File: src/rtl/lvs_queue.sv
// ----------------------------------------------------------------------------
// lvs_queue
// Small register queue between the front and back parts.
// ----------------------------------------------------------------------------
module lvs_queue #(
  parameter int WIDTH = 8,
  parameter int DEPTH = 4
) (
  input  logic             clk,
  input  logic             rst,
  input  logic             push,
  input  logic [WIDTH-1:0] push_data,
  output logic             full,
  input  logic             pop,
  output logic             not_empty,
  output logic [WIDTH-1:0] head
);

  localparam int PW = $clog2(DEPTH);

  logic [WIDTH-1:0] mem [DEPTH];
  logic [PW-1:0]    wr_ptr;
  logic [PW-1:0]    rd_ptr;
  logic [PW:0]      count;

  assign full      = (count == (PW+1)'(DEPTH));
  assign not_empty = (count != '0);
  assign head      = mem[rd_ptr];

  always_ff @(posedge clk) begin
    if (push) begin
      mem[wr_ptr] <= push_data;
    end
    if (rst) begin
      wr_ptr <= '0;
      rd_ptr <= '0;
      count  <= '0;
    end else begin
      if (push) begin
        wr_ptr <= (wr_ptr == PW'(DEPTH-1)) ? '0 : wr_ptr + 1'b1;
      end
      if (pop) begin
        rd_ptr <= (rd_ptr == PW'(DEPTH-1)) ? '0 : rd_ptr + 1'b1;
      end
      if (push && !pop) begin
        count <= count + 1'b1;
      end else if (pop && !push) begin
        count <= count - 1'b1;
      end
    end
  end

endmodule

File: config.mk
export PLATFORM = sky130hd
export DESIGN_NAME = lvs_queue
export DESIGN_NICKNAME = d
export VERILOG_FILES = /design/src/rtl/lvs_queue.sv
export SDC_FILE = /design/constraint.sdc
export NUM_CORES = 1
export LEC_CHECK = 0
export BUFFER_PORTS_ARGS = -buffer_cell sky130_fd_sc_hd__buf_4
export CORE_AREA = 4 4 62 64
export DETAILED_ROUTE_END_ITERATION = 7
export DIE_AREA = 0 0 66 68
export PLACE_DENSITY_LB_ADDON = 0.05
export SYNTH_ARGS = -nofsm -noshare
export SYNTH_HDL_FRONTEND = slang
export SYNTH_SLANG_ARGS = --single-unit
File: constraint.sdc
create_clock -name clk -period 1.3 [get_ports clk]
set_input_delay 0.065 -clock clk [delete_from_list [all_inputs] [get_ports clk]]
set_output_delay 0.065 -clock clk [all_outputs]
set_load 0.03 [all_outputs]
## After elaboration in Yosys (flattened, before gate mapping)

Memory sizes are Yosys's and may differ from the RTL's. A register that Yosys moved wholly into a read port is not among the register bits.
Cells that the tools add are included.

- Bits in registers: 7
- Memory bits (writable): 32
- Bits of input ports: 12
- Output and inout bits: 10
- Logic and storage cells: 25
- Memories: 1

Memory list:

| name | words | bits a word | rd ports | clocked after Yosys merged registers in | wr ports | line | text |
|---|---|---|---|---|---|---|---|
| mem | 4 | 8 | 1 | 1 | 1 | 21 | `logic [WIDTH-1:0] mem [DEPTH];` |

- Add/sub/neg operators: 4
- Eq/ne operators: 3
- Mux-type cells: 8
- Reductions and logical operators: 6

Operators by type and width:

| operator | count |
|---|---|
| 2-bit two-way mux | 4 |
| 3-bit two-way mux | 2 |
| 2-bit by 1-bit adder with 2-bit output, second input constant | 2 |
| 2-bit equality test, second input constant | 2 |
| 3-bit by 1-bit adder with 3-bit output, second input constant | 1 |
| 3-bit equality test, second input constant | 1 |
| 3-bit nonzero test | 1 |
| 3-bit by 1-bit subtractor with 3-bit output, second input constant | 1 |
| 1-bit logical AND | 2 |
| 1-bit zero test | 2 |
| 1-bit two-way mux | 2 |
| 2-bit nonzero test | 1 |

## Depth between registers and ports, before layout

- Depth after elaboration: 4
- Gate-level depth with buffers: 7
- Depth with buffers taken out: 7

## Worst setup path after synthesis

Ideal clock, no wire load.

- Path kind: flip-flop to flip-flop
- Start point: reg count[0]
- End point: reg count[2]
- Setup time: 70 ps
- Data arrival time: 1,318 ps
- Required time: 1,230 ps
- Setup slack: -88 ps
- Stages on the path, launching flop included: 5
- Path buffers: 0
- Period minus slack after synthesis: 1,388 ps
- Path through: dfxtp_1 > fa_1 > xor2_1 > or3_1 > a21oi_1

- Longest elaborated chain between the ends: 3
- Elaborated cells on any way between the ends: 4
- Classes of those cells: add/sub: 2; mux: 2

RTL lines:

| item | line | text |
|---|---|---|
| start, declared | 24 | `logic [PW:0] count;` |
| start signal, assigned | 46 | `count <= count + 1'b1;` |
| start signal, assigned | 48 | `count <= count - 1'b1;` |
| 3-bit by 1-bit subtractor with 3-bit output | 48 |  |
| 3-bit two-way mux | 47 | `end else if (pop && !push) begin` |
| 3-bit two-way mux (*) | 45 | `if (push && !pop) begin` |

Every way passes the cells marked *; elsewhere a longest branch is shown, timed or not. The select of a mux whose other input is x is not followed.
A chain may end at the register's enable or synchronous reset.

==> results.ini <==
[floorplanning]
ioPinCount = 22
start_util = 0.487
rows = 21
placeableCoreArea_mm2 = 0.00328
die_x_um = 66
design.die.area_mm2 = 0.00449
floorplan.die.height_um = 68

[worst_setup_path]
cp_max_fo = 8
worst_path_buffer_plus_inverter_count = 2
path_cells = buf_12, mux4_2, buf_6
category_of_the_worst_setup_path_launch_point = register
worst-endpoint-required_ps = 1240
timing.critical_path.arrival_ps = 1500
timing.reg2reg.setup_slack_ps = -90
critical_path.max_stage_delay_ps = 520
criticalPathCategory = register to output port
slowest_stage = sky130_fd_sc_hd__mux4_2
worstSetupEndpointType = output port
timing.critical_path.max_delay_family = multiplexers

[global_routing]
gr-total-overflow = 0
largest_net_degree_at_the_start_of_global_routing = 13
antenna_found_initial = 0
vias_in_the_first_global_route = 947
grt_use_total = 0.134
global_route_wire_length_before_repair_mm = 4.28

[clock_tree]
cts_tree = built
cts_buffer_depth = 2
root_buffer = sky130_fd_sc_hd__clkbuf_4
worst_skew_late_latency_ps = 340
numCtsBuffers = 5
clk_pin_slew_worst_paths_ps = 110
cts_sinks = 41
htree_levels = 2

[layout]
most_common_library_cell_in_the_layout_ignoring_fill_and_taps = sky130_fd_sc_hd__edfxtp_1
fillerInstances = 237
layout_area_overhead_pct = 38.3
final_design_area_no_fill_mm2 = 0.00221
antenna_cells = 0
drive_gt1_frac = 0.457
layout.cells.non_filler = 184
finalNetCount = 156
final_cell_mix = 32 x sky130_fd_sc_hd__edfxtp_1, 19 x sky130_fd_sc_hd__buf_4, 13 x sky130_fd_sc_hd__buf_6

[synth]
post_synth_inst_count = 86
avgSynthCellArea_um2 = 18.6
synthesis.nets = 105
ys_ff_latch = 41
netlist_area_mm2 = 0.00160
synth-seq-area-share = 0.714
ys.warnings.count = 0
synth_cell_types = 16

[placed_design]
preCtsSetupSlack_ps = -183
finalWeightedCongestion = 0.722
number_of_port_buffers = 21
post_dp_cell_area_mm2 = 0.00198
dp_hpwl_mm = 1.78
dpl.cell_count = 165

[power]
power_density_cells_mw_per_mm2 = 1240
power.ir.vdd_worst_v = 0.000754
leakage_power_nw = 0.839

[timing]
achievable-frequency_ghz = 0.639
max-slew-margin-rel = 0.843
final-setup-viol-count = 11
finalHoldViolations = 0
post_route_setup_slack_ps = -266
period_needed_ps = 1570
finalClockSkew_ps = 5.15
worst_slew_pin_slew_ps = 233
report.final.slew_viol_count = 0
period_share = 1.20
grt_setup_unrepaired = true
hold_worst_slack_ps = 52.2

[routing]
drcViolationCount = 0
via_per_inst = 4.75
drtIter0Drc = 31
drt_pass1_iterations = 4
via_count = 874
route.detailed.wl_per_inst_um = 14.1
postRouteWirelength_mm = 2.59
drtAntennaViolNets = 0

[job]
timing.max_cap.violations = 0

[status]
outcome = finished with violations
violations = setup timing

[hold_path]
hp-class = input port to register

==> layer usage <==
metal / up-vias / share of wire / GRT usage
li1: 429 / - / -
met1: 423 / 0.41 / 0.155
met2: 18 / 0.53 / 0.230
met3: 4 / 0.047 / 0.0558
met4: 0 / 0.010 / 0.0381
met5: - / 0 / 0
==> kinds of logic after synthesis <==
| group | count (synthesis) | share of synthesized area |
|---|---|---|
| multiplexers | 12 | 0.138 |
| XOR/XNOR | 2 | 0.0110 |
| flip-flops | 41 | 0.714 |
| adder cells (fa/ha/maj) | 7 | 0.0595 |
| AND/OR/NAND/NOR | 15 | 0.0493 |
| buffers and inverters | 6 | 0.0196 |
| AO/OA/AOI/OAI | 3 | 0.00939 |
==> path summary, 6_finish.rpt <==
| check | startpoint | cells past startpoint | to |
|---|---|---|---|
| setup / recovery | register | 3 | head[6] |
| hold / removal | pop | 3 | rd_ptr[1]$_SDFFE_PP0P_ |
| setup reg to reg | count[1]$_SDFFE_PP0P_ | 4 | count[2]$_SDFFE_PP0P_ |
| hold reg to reg | rd_ptr[0]$_SDFFE_PP0P_ | 2 | register |
==> final cells by class <==
| class | count | area [um2] | share of cell area |
|---|---|---|---|
| timing repair buffer | 46 | 479 | 0.217 |
| clock buffer | 6 | 41.3 | 0.0187 |
| tap | 46 | 57.6 | 0.0260 |
| inverter | 4 | 15.0 | 0.00679 |
| sequential | 41 | 1150 | 0.518 |
| multi-input combinational | 39 | 462 | 0.209 |
| clock inverter | 2 | 10.0 | 0.00453 |
==> flip-flops by register name, indices dropped and copies added, names as in the netlist, named ones only <==
signal  count
rd_ptr      2
mem        32
count       3
wr_ptr      2
==> cells in the mapped netlist, drive strengths merged <==
cell type,instances,share of area
nor3b,2,0.0094
and2,4,0.016
clkbuf,1,0.0031
or3,2,0.0078
edfxtp,32,0.60
xor2,2,0.011
fa,1,0.013
dfxtp,9,0.11
o21ai,1,0.0031
buf,1,0.0070
mux4,8,0.11
a21oi,2,0.0063
ha,6,0.047
mux2i,4,0.025
inv,4,0.0094
nor2,7,0.016
==> power breakdown <==
group	internal [mW]	switching, mW	total [mW]
Clock	0.206	0.379	0.586
Sequential	1.49	0.0385	1.53
Combinational	0.336	0.285	0.621
Total	2.04	0.703	2.74
==> metrics by stage <==
stage / power, mW / setup TNS, ps / util
after CTS: 2.75 / -2530 / 0.667
after global placement: 2.06 / -143 / 0.604
after global routing: 2.90 / -3080 / 0.673
final: 2.74 / -2210 / 0.673
after detailed placement: 2.07 / -183 / 0.604
after floorplan: 1.84 / 0 / -
==> worst min-delay path: stages <==
cell,delay (ps)
sky130_fd_sc_hd__buf_4,100
sky130_fd_sc_hd__mux2i_1,60
sky130_fd_sc_hd__nor2_1,120
==> what timing repair did <==
item	in CTS	in global routing
resized for setup	14	5
endpoints found under the hold margin	41	0
pin swaps	1	1
endpoints found under the setup margin	10	24
hold buffers	9	0
buffers inserted	2	0
(Power assumes the default switching activity.)
