`config.mk`:
```
export PLATFORM = sky130hd
export DESIGN_NAME = lvs_front_flat
export DESIGN_NICKNAME = d
export VERILOG_FILES = /design/src/rtl/lvs_pkg.sv /design/src/rtl/lvs_if.sv /design/src/rtl/lvs_front.sv /design/src/flat_wrapper.sv
export SDC_FILE = /design/constraint.sdc
export NUM_CORES = 1
export LEC_CHECK = 0
export ABC_AREA = 1
export ABC_CLOCK_PERIOD_IN_PS = 2300
export BUFFER_PORTS_ARGS = -buffer_cell sky130_fd_sc_hd__buf_2
export CAP_MARGIN = 10
export CORE_ASPECT_RATIO = 0.6
export CORE_UTILIZATION = 30
export DETAILED_ROUTE_END_ITERATION = 7
export PLACE_DENSITY = 0.69
export SYNTH_ARGS = -nofsm -noshare
export SYNTH_HDL_FRONTEND = slang
export SYNTH_SLANG_ARGS = --single-unit
```
`constraint.sdc`:
```
create_clock -name clk -period 2.3 [get_ports clk]
set_clock_uncertainty 0.1 [all_clocks]
set_input_delay 0 -clock clk [delete_from_list [all_inputs] [get_ports clk]]
set_output_delay 0 -clock clk [all_outputs]
set_load 0.01 [all_outputs]
```
`src/rtl/lvs_pkg.sv`:
```
// ----------------------------------------------------------------------------
// lvs_pkg
// Shared types, constants and constant functions of the lidar steering block.
// ----------------------------------------------------------------------------
package lvs_pkg;

  localparam int SCAN_DEPTH_DEF   = 2048;
  localparam int DIRECTIONS_DEF   = 30;
  localparam int CORDIC_STEPS_DEF = 16;
  localparam int ATAN_LEN         = 24;

  localparam longint PI_FX       = 205887;
  localparam longint CORDIC_K_Q30 = 652032874;

  localparam int SUM_W  = 36;
  localparam int VEC_W  = 39;
  localparam int ANG_W  = 21;
  localparam int IDX_W  = 3;
  localparam int DATA_W = 20;

  localparam logic [IDX_W-1:0] REG_ANGLE_MIN  = 3'd0;
  localparam logic [IDX_W-1:0] REG_ANGLE_MAX  = 3'd1;
  localparam logic [IDX_W-1:0] REG_ANGLE_STEP = 3'd2;
  localparam logic [IDX_W-1:0] REG_SCAN_LEN   = 3'd3;
  localparam logic [IDX_W-1:0] REG_STOP_DIST  = 3'd4;
  localparam logic [IDX_W-1:0] REG_CLAMP_DIST = 3'd5;
  localparam logic [IDX_W-1:0] REG_STEER_GAIN = 3'd6;

  localparam logic signed [19:0] RST_ANGLE_MIN  = -20'sd154416;
  localparam logic signed [19:0] RST_ANGLE_MAX  = 20'sd154416;
  localparam logic [16:0]        RST_ANGLE_STEP = 17'd285;
  localparam logic [11:0]        RST_SCAN_LEN   = 12'd1081;
  localparam logic [15:0]        RST_STOP_DIST  = 16'd1000;
  localparam logic [15:0]        RST_CLAMP_DIST = 16'd5000;
  localparam logic [11:0]        RST_STEER_GAIN = 12'd256;

  typedef struct packed {
    logic signed [19:0] angle_min;
    logic signed [19:0] angle_max;
    logic [16:0]        angle_step;
    logic [11:0]        scan_length;
    logic [15:0]        stop_dist;
    logic [15:0]        clamp_dist;
    logic [11:0]        steer_gain;
  } cfg_t;

  function automatic int atan_val(int k);
    case (k)
      0:       return 51472;
      1:       return 30386;
      2:       return 16055;
      3:       return 8150;
      4:       return 4091;
      5:       return 2047;
      6:       return 1024;
      7:       return 512;
      8:       return 256;
      9:       return 128;
      10:      return 64;
      11:      return 32;
      12:      return 16;
      13:      return 8;
      14:      return 4;
      15:      return 2;
      16:      return 1;
      default: return 0;
    endcase
  endfunction

  function automatic longint sat16(longint v);
    if (v < -32768) return -32768;
    if (v > 32767) return 32767;
    return v;
  endfunction

  // {cos, sin} in q1.15 of angle z_in
  function automatic logic [31:0] cordic_cs(longint z_in, int steps);
    longint x;
    longint y;
    longint z;
    longint nx;
    longint c;
    longint s;
    x = CORDIC_K_Q30;
    y = 0;
    z = z_in;
    for (int k = 0; k < steps && k < ATAN_LEN; k++) begin
      if (z >= 0) begin
        nx = x - (y >>> k);
        y  = y + (x >>> k);
        z  = z - longint'(atan_val(k));
      end else begin
        nx = x + (y >>> k);
        y  = y - (x >>> k);
        z  = z + longint'(atan_val(k));
      end
      x = nx;
    end
    c = sat16((x + 16384) >>> 15);
    s = sat16((y + 16384) >>> 15);
    return {c[15:0], s[15:0]};
  endfunction

endpackage

```
`src/rtl/lvs_if.sv`:
```
// ----------------------------------------------------------------------------
// lvs interfaces
// Sample, result and configuration channels with valid/ready handshake.
// ----------------------------------------------------------------------------
interface lvs_in_if;
  logic        valid;
  logic        ready;
  logic [15:0] range_mm;
  logic        scan_end;
  modport source (output valid, range_mm, scan_end, input ready);
  modport sink   (input valid, range_mm, scan_end, output ready);
endinterface


```
`src/rtl/lvs_front.sv`:
```
// ----------------------------------------------------------------------------
// lvs_front
// Accepts samples, assigns store positions and tags the end of a scan.
// ----------------------------------------------------------------------------
module lvs_front import lvs_pkg::*; #(
  parameter int SCAN_DEPTH = SCAN_DEPTH_DEF
) (
  input  logic                               clk,
  input  logic                               rst,
  lvs_in_if.sink                             samples,
  input  logic                               q_full,
  output logic                               q_push,
  output logic [$clog2(SCAN_DEPTH)+17:0]     q_data
);

  localparam int AW = $clog2(SCAN_DEPTH);

  logic [AW:0] pos;
  logic        room;

  assign room          = (pos < (AW+1)'(SCAN_DEPTH));
  assign samples.ready = !q_full;
  assign q_push        = samples.valid && !q_full;
  assign q_data        = {samples.scan_end, room, pos[AW-1:0], samples.range_mm};

  always_ff @(posedge clk) begin
    if (rst) begin
      pos <= '0;
    end else if (q_push) begin
      if (samples.scan_end) begin
        pos <= '0;
      end else if (room) begin
        pos <= pos + 1'b1;
      end
    end
  end

endmodule

```
`src/flat_wrapper.sv`:
```
// flat-port wrapper written by rule: the top's interface ports become plain ports
module lvs_front_flat import lvs_pkg::*;
#(
  parameter int SCAN_DEPTH = SCAN_DEPTH_DEF
)
  (clk, rst, q_full, q_push, q_data, samples_valid, samples_range_mm, samples_scan_end, samples_ready);
  lvs_in_if samples_i ();
  input  logic clk;
  input  logic rst;
  input  logic q_full;
  output logic q_push;
  output logic [$clog2(SCAN_DEPTH)+17:0] q_data;
  input wire logic [$bits(samples_i.valid)-1:0] samples_valid;
  input wire logic [$bits(samples_i.range_mm)-1:0] samples_range_mm;
  input wire logic [$bits(samples_i.scan_end)-1:0] samples_scan_end;
  output wire logic [$bits(samples_i.ready)-1:0] samples_ready;
  assign samples_i.valid = samples_valid;
  assign samples_i.range_mm = samples_range_mm;
  assign samples_i.scan_end = samples_scan_end;
  assign samples_ready = samples_i.ready;
  lvs_front #(.SCAN_DEPTH(SCAN_DEPTH)) u_core (.clk(clk), .rst(rst), .samples(samples_i), .q_full(q_full), .q_push(q_push), .q_data(q_data));
endmodule
```
Yosys cells after proc, flatten, opt, wreduce, memory -nomap -nowiden. Cells that the tools add are included.

Bits of input ports: 21. Output and inout bits: 31. Register bits after elaboration: 12. Word-level logic and storage cells: 9.

Order comparisons: 1. Add/subtract/negate cells: 1. Reduce and logical (&&, ||, !) cells: 4. Multiplexer cells: 2.

Operator list (number): 12-bit two-way mux (2); 12-bit by 1-bit adder with 12-bit output (second input constant) (1); 12-bit < comparator (second input constant) (1); 2-bit AND reduction (1); 2-bit nonzero test (1); 1-bit logical AND (1); 1-bit zero test (1).

Depth between registers and ports, before layout. Gate-level depths: netlist of run 1.

Word-level depth: 3. Mapped depth: 7.

Worst setup path after synthesis of run 1. No wires, ideal clock.

Path kind: register -> register. Start point: reg u_core.pos[0]. End point: reg u_core.pos[10]. Path slack: 1.055 ns. Data required time: 2.090 ns. Arrival: 1.036 ns. Period minus slack after synthesis: 1.245 ns. Setup time: 0.110 ns. Stages on the path, launching flop included: 7. Cells stage by stage: dfxtp_1 > ha_1 > nand2_1 > nor3_1 > nand4_1 > nand2_1 > nor2_1.

Word-level cells in the longest chain between the ends: 3.

RTL lines: start, declared (RTL line lvs_front.sv:18) `logic [AW:0] pos;`; start signal, assigned (RTL line lvs_front.sv:33) `pos <= pos + 1'b1;`; 12-bit by 1-bit adder with 12-bit output / 12-bit < comparator (equally long branches) (RTL line lvs_front.sv:33, lvs_front.sv:21); 12-bit two-way mux / 2-bit nonzero test (equally long branches); 12-bit two-way mux / 2-bit AND reduction (equally long branches).

Several ways; a longest one is shown, not always the timed one. The select of a mux whose other input is x is not followed. A chain may end at the register's enable or synchronous reset.

Final worst setup path of run 1. Ends and elaborated chain as after synthesis.

==> results_dict.tcl, run 1 <==
set metrics [dict create \
    route.final.wire_length_mm 1.58 \
    final_period_minus_worst_setup_slack_ps 1340 \
    synth-xor-area-share_pct 0 \
    cts_htree_levels 1 \
    fp.dieW_um 71.5 \
    timing.final.hold_violations 0 \
    placement.io_buffers 19 \
    worstPathBufferInverterCount 0 \
    grt_max_degree 17 \
    final_net_count 155 \
    gpl.final_weighted_congestion 0.791 \
    report.final.setup_viol 0 \
    critical-path-max-stage-delay_ps 380 \
    antenna_violations_before_repair 0 \
    grt_overflow 0 \
    synth_compound_gate_area_share_pct 7.48 \
    crit_path_end_kind "register" \
    root_buffer "clkbuf_8" \
    vias_in_the_first_global_route 570 \
    design.core.area_um2 2630 \
    synth_adder_area_share_pct 1.44 \
    antenna_left 0 \
    antenna-diode-count 0 \
    vdd.ir_drop.worst_mv 0.230 \
    clock_buffer_count_from_cts 3 \
    via_count 714 \
    reg.largest.list "u_core.pos x12" \
    post_dp_cell_area_um2 772 \
    arrival_time_of_data_at_the_critical_path_endpoint_ps 1380 \
    slew_at_the_pin_closest_to_its_max_slew_limit_ps 228 \
    count_of_clock_tree_sinks 12 \
    fin_crit_sh_pct 58.2 \
    tritoncts "yes" \
    path_cells "ha_1, nand2_1, nor3_1, nand4_1, nand2_1, nor2_1" \
    seq_area_um2 240 \
    fp.dieArea_um2 3130 \
    wl_per_cell_um 9.71 \
    worst-setup-path-type "reg -> reg" \
    placementRows 14 \
    detailedRoute.firstPassIterationCount 4 \
    drive_gt1_share_pct 24.4 \
    worst_hold_slack_ps 10.6 \
    area_growth_syn_to_layout_pct 13.1 \
    powerDensity_nw_per_um2 468 \
    clk_pin_slew_ps 50 \
    crit_top_cell "nand2_1" \
    global_route_wire_length_before_repair_mm 2.54 \
    multi_input_comb_area_um2 333 \
    netlist_instances 122 \
    drt_iter0_markers 61 \
    timing.fmax_ghz 0.746 \
    slew_violations 0 \
    max_flop_register "u_core.pos" \
    synth.ff_latch_count 12 \
    synth.avg_cell_area_um2 7.13 \
    detail_route.drc_violations 0 \
    synth.net_count 144 \
    normalized_max_slew_margin_pct 84.7 \
    largest_register_ffs 12 \
    initial_core_util_pct 33.1 \
    cts_buffer_depth 2 \
    cp_slowest_cell "dfxtp_1" \
    maxCapViolCount 0 \
    rsz0062_at_grt "false" \
    cp-start-kind "register" \
    fillers 288 \
    synth.lib_cells_used.distinct 17 \
    mappedNetlistArea_um2 870 \
    global_route.usage.total_pct 10.7 \
    dp_hpwl_mm 1.18 \
    vias_per_cell 4.38 \
    synth_top_family_by_area "buffers and inverters" \
    cpLargestDelayFamily "simple AND/OR/NAND/NOR gates" \
    outcome "finished clean" \
    synth_warnings 0 \
    critPathRequiredTime_ps 2340 \
    leakage_nw 0.433 \
    min_path_type "in -> reg" \
    sequential_to_total_area_share_from_yosys_stat_pct 27.6 \
    setup_total_negative_slack_ps 0 \
    ioPinCount 52 \
    worstPathMaxFanout 5 \
    die_h_um 43.7 \
    muxShareOfSynthArea_pct 0 \
    clkLatencyLatePin_ps 230 \
    simple_gate_share_of_the_synthesized_area_pct 29.4 \
    finish.instance_area_um2 983 \
]
-- where the power goes --
group | switching (mW) | total (mW) | leakage, nW | internal [mW]
clock network | 0.0698 | 0.185 | 0.0216 | 0.115
registers | 0.00109 | 0.210 | 0.0967 | 0.209
logic | 0.0338 | 0.0653 | 0.314 | 0.0315
-- worst reg2reg max path, cell delays in order, from the launching register on --
cell and delay, ps:
dfxtp_1 380, ha_1 210, nand2_1 120, nor3_1 210, nand4_1 110, nand2_1 70
nor2_1 30
-- kinds of logic (layout without fill, tap and decap cells) --
kind of cell,after synthesis,in the layout
flip-flops,12,12
AO/OA/AOI/OAI,13,13
buffers and inverters,47,56
adder cells (fa/ha/maj),1,1
AND/OR/NAND/NOR,49,49
-- per-stage QoR --
| step | power (mW) | cells | worst slack (ps) | utilization (%) |
|---|---|---|---|---|
| after floorplan | 0.269 | 122 | 1050 | - |
| after global placement | 0.247 | 143 | 1000 | 29.4 |
| after detailed placement | 0.248 | 143 | 974 | 29.4 |
| after CTS | 0.468 | 163 | 949 | 37.4 |
| after global routing | 0.485 | 163 | 780 | 37.4 |
| final | 0.460 | 163 | 960 | 37.4 |
-- worst paths after layout --
check,startpoint,end,slack (ps),cells past startpoint
worst max register to register,u_core.pos[0],u_core.pos[10],960,6
worst min register to register,u_core.pos[8],u_core.pos[8],380,2
worst min-delay path,samples_scan_end,u_core.pos[0],10,4
worst max-delay path,u_core.pos[0],u_core.pos[10],960,6
-- cell usage after synthesis (all sizes together) --
library cell   n  area, um2
inv           17       63.8
o21ai          4       20.0
nand2         22       92.6
nand4          5       31.3
ha             1       12.5
nand3          6       30.0
nor2          14       91.3
buf           30        233
a21oi          9       45.0
dfxtp         12        240
nor3           2       10.0
-- metal layers --
layer | track usage (%) | routed length (um) | vias up | part of all wire (%)
li1 | - | - | 376 | -
met1 | 15.1 | 773 | 307 | 49
met2 | 14.5 | 652 | 29 | 41
met3 | 5.58 | 152 | 2 | 9.6
met4 | 2.35 | 4 | 0 | 0.25
met5 | 0 | 0 | - | 0
-- placed cells by master (no fill, tap or decap) --
master and count:
inv_2 4, nor2_8 1, dlygate4sd3_1 17, nand3_1 6
a21oi_1 9, o21ai_1 4, clkbuf_8 3, nor2_4 3
buf_2 19, nor3_1 2, nor2_1 10, dfxtp_1 12
inv_1 13, nand4_1 5, nand2_1 20, nand2_4 1
nand2_2 1, ha_1 1
-- what timing repair did --
item                      4_1_cts  5_1_grt
gates resized for setup         0        0
hold endpoints to repair       18        0
setup buffers                   0        0
hold buffers                   17        0
-- area by class of cell --
cell class                 instances  share of cell area (%)
timing repair buffer              36                    27.0
clock buffer                       3                    4.20
inverter                          17                    6.49
sequential                        12                    24.4
tap                               32                    4.07
multi-input combinational         63                    33.8
No activity file was read; power rests on OpenSTA's default activity.
==> run 2: changes to the inputs <==
Settings changed: ABC_CLOCK_PERIOD_IN_PS 2300 to 1300.
Clock period 2.3 ns to 1.3 ns, I/O delays scaled along.
==> results_dict.tcl, run 2 (same netlist as run 1, synthesis figures left out) <==
set metrics [dict create \
    outcome "finished clean" \
    drt_iter0_markers 32 \
    cp-start-kind "register" \
    post_dp_cell_area_um2 795 \
    crit_path_end_kind "register" \
    grt.met2_usage_pct 17.0 \
    route.final.wire_length_mm 1.90 \
    fp.dieW_um 71.5 \
    powerDensity_nw_per_um2 782 \
    critPathRequiredTime_ps 1340 \
    report.final.setup_viol 0 \
    drive_gt1_share_pct 33.8 \
    clock_buffer_count_from_cts 3 \
    initial_core_util_pct 33.1 \
    whs_path_depth 6 \
    via_count 764 \
    dp_slack_ps -77.2 \
    die_h_um 43.7 \
    endpoint_of_the_worst_register_to_register_path "u_core.pos[10]" \
    use_met1_pct 16.2 \
    antenna_violations_before_repair 0 \
    grt_overflow 0 \
    global_route.usage.total_pct 11.9 \
    tritoncts "yes" \
    final_net_count 160 \
    worst-setup-path-type "reg -> reg" \
    clk_pin_slew_ps 50 \
    slew_violations 0 \
    area_growth_syn_to_layout_pct 23.0 \
    post_cts_repair_setup_buffers 0 \
    worstReg2RegStart "u_core.pos[0]" \
    fp.dieArea_um2 3130 \
    gpl.final_weighted_congestion 0.789 \
    fin_crit_sh_pct 93.0 \
    global_route_wire_length_before_repair_mm 2.79 \
    largest_register_ffs 12 \
    detailedRoute.firstPassIterationCount 4 \
    most-common-layout-cells "buf_2, nand2_1, dlygate4sd3_1, inv_1, nor2_1" \
    fillers 288 \
    path_cells "ha_2, nand2_2, nor3_2, nand4_1, nand2_1, nor2_1" \
    most_common_cell_after_layout_fill_and_taps_aside "buf_2" \
    antenna_left 0 \
    reg.largest.list "u_core.pos x12" \
    vias_in_the_first_global_route 611 \
    min_delay_worst_endpoint "u_core.pos[2]" \
    reg2reg_depth 6 \
    worstPathMaxFanout 3 \
    timing.final.hold_violations 0 \
    placement.io_buffers 19 \
    slew_at_the_pin_closest_to_its_max_slew_limit_ps 215 \
    final_period_minus_worst_setup_slack_ps 1210 \
    antenna-diode-count 0 \
    placementRows 14 \
    timing.fmax_ghz 0.827 \
    count_of_clock_tree_sinks 12 \
    detail_route.drc_violations 0 \
    dp_hpwl_mm 1.24 \
    critical-path-max-stage-delay_ps 330 \
    ioPinCount 52 \
    finish.instance_area_um2 1070 \
    min-delay-start "q_full" \
    worst_setup_path_startpoint "u_core.pos[0]" \
    vdd.ir_drop.worst_mv 0.482 \
    leakage_nw 0.458 \
    grt_max_degree 17 \
    normalized_max_slew_margin_pct 85.6 \
    grt_peak_use_layer "met2" \
    wl_per_cell_um 11.3 \
    max_flop_register "u_core.pos" \
    grtUsageMet3_pct 5.12 \
    timing.reg2reg.setup_slack_ps 90 \
    cts_htree_levels 1 \
    min_path_type "in -> reg" \
    maxCapViolCount 0 \
    cts_buffer_depth 2 \
    root_buffer "clkbuf_8" \
    clkLatencyLatePin_ps 240 \
    design.core.area_um2 2630 \
    postLayoutSetupSlackWorst_ps 90.5 \
    vias_per_cell 4.55 \
    arrival_time_of_data_at_the_critical_path_endpoint_ps 1250 \
    cp_slowest_cell "dfxtp_2" \
    power.total_mw 0.836 \
]
[run 2: metrics by stage]
step | std cells | setup TNS (ps) | hold WS [ps] | utilization (%)
3_3_place_gp | 146 | 0 | -99.9 | 30.2
2_1_floorplan | 122 | 0 | -62.3 | -
3_5_place_dp | 146 | -82.2 | -99.9 | 30.2
5_1_grt | 168 | -1.76 | 154 | 40.7
6_report | 168 | 0 | 140 | 40.7
4_1_cts | 167 | 0 | 111 | 38.9
[run 2: routing by layer]
metal | vias to the layer above | part of all wire (%)
met1 | 347 | 49
met4 | 0 | 0
met5 | - | 0
met2 | 29 | 44
li1 | 388 | -
met3 | 0 | 7.0
[run 2: layout make-up]
cell class,instances,area (um2),area share [%]
well taps,32,40.0,3.74
inverters,17,63.8,5.96
repair buffers,40,302,28.2
flip-flops and latches,12,244,22.8
multi-input cells,64,379,35.4
clock buffers,3,41.3,3.86
[run 2: critical path: cells and delay by family (launching register included)]
kind,cells,cell delay [ps]
simple gates,5,480
flops,1,330
fa+ha+maj,1,190
[run 2: repair_timing]
item | 4_1_cts | 5_1_grt
endpoints found under the hold margin | 18 | 0
endpoints found under the setup margin | 2 | 7
hold buffers | 18 | 0
gates resized for setup | 1 | 11
pin swaps | 0 | 5
gates cloned | 0 | 1
[run 2: power breakdown]
part	total (mW)	switching [mW]	internal (mW)
Sequential	0.372	0.00122	0.370
Clock	0.337	0.133	0.204
Combinational	0.128	0.0677	0.0606
[run 2: how the worst max path moves through the flow]
| stage | to | slack, ps | cells past startpoint |
|---|---|---|---|
| final | u_core.pos[10] | 90 | 6 |
| after global routing | u_core.pos[9] | -2 | 7 |
| after CTS | u_core.pos[10] | 10 | 6 |
| after detailed placement | u_core.pos[10] | -80 | 6 |
| after global placement | u_core.pos[10] | 70 | 6 |
| after floorplan | u_core.pos[10] | 50 | 6 |
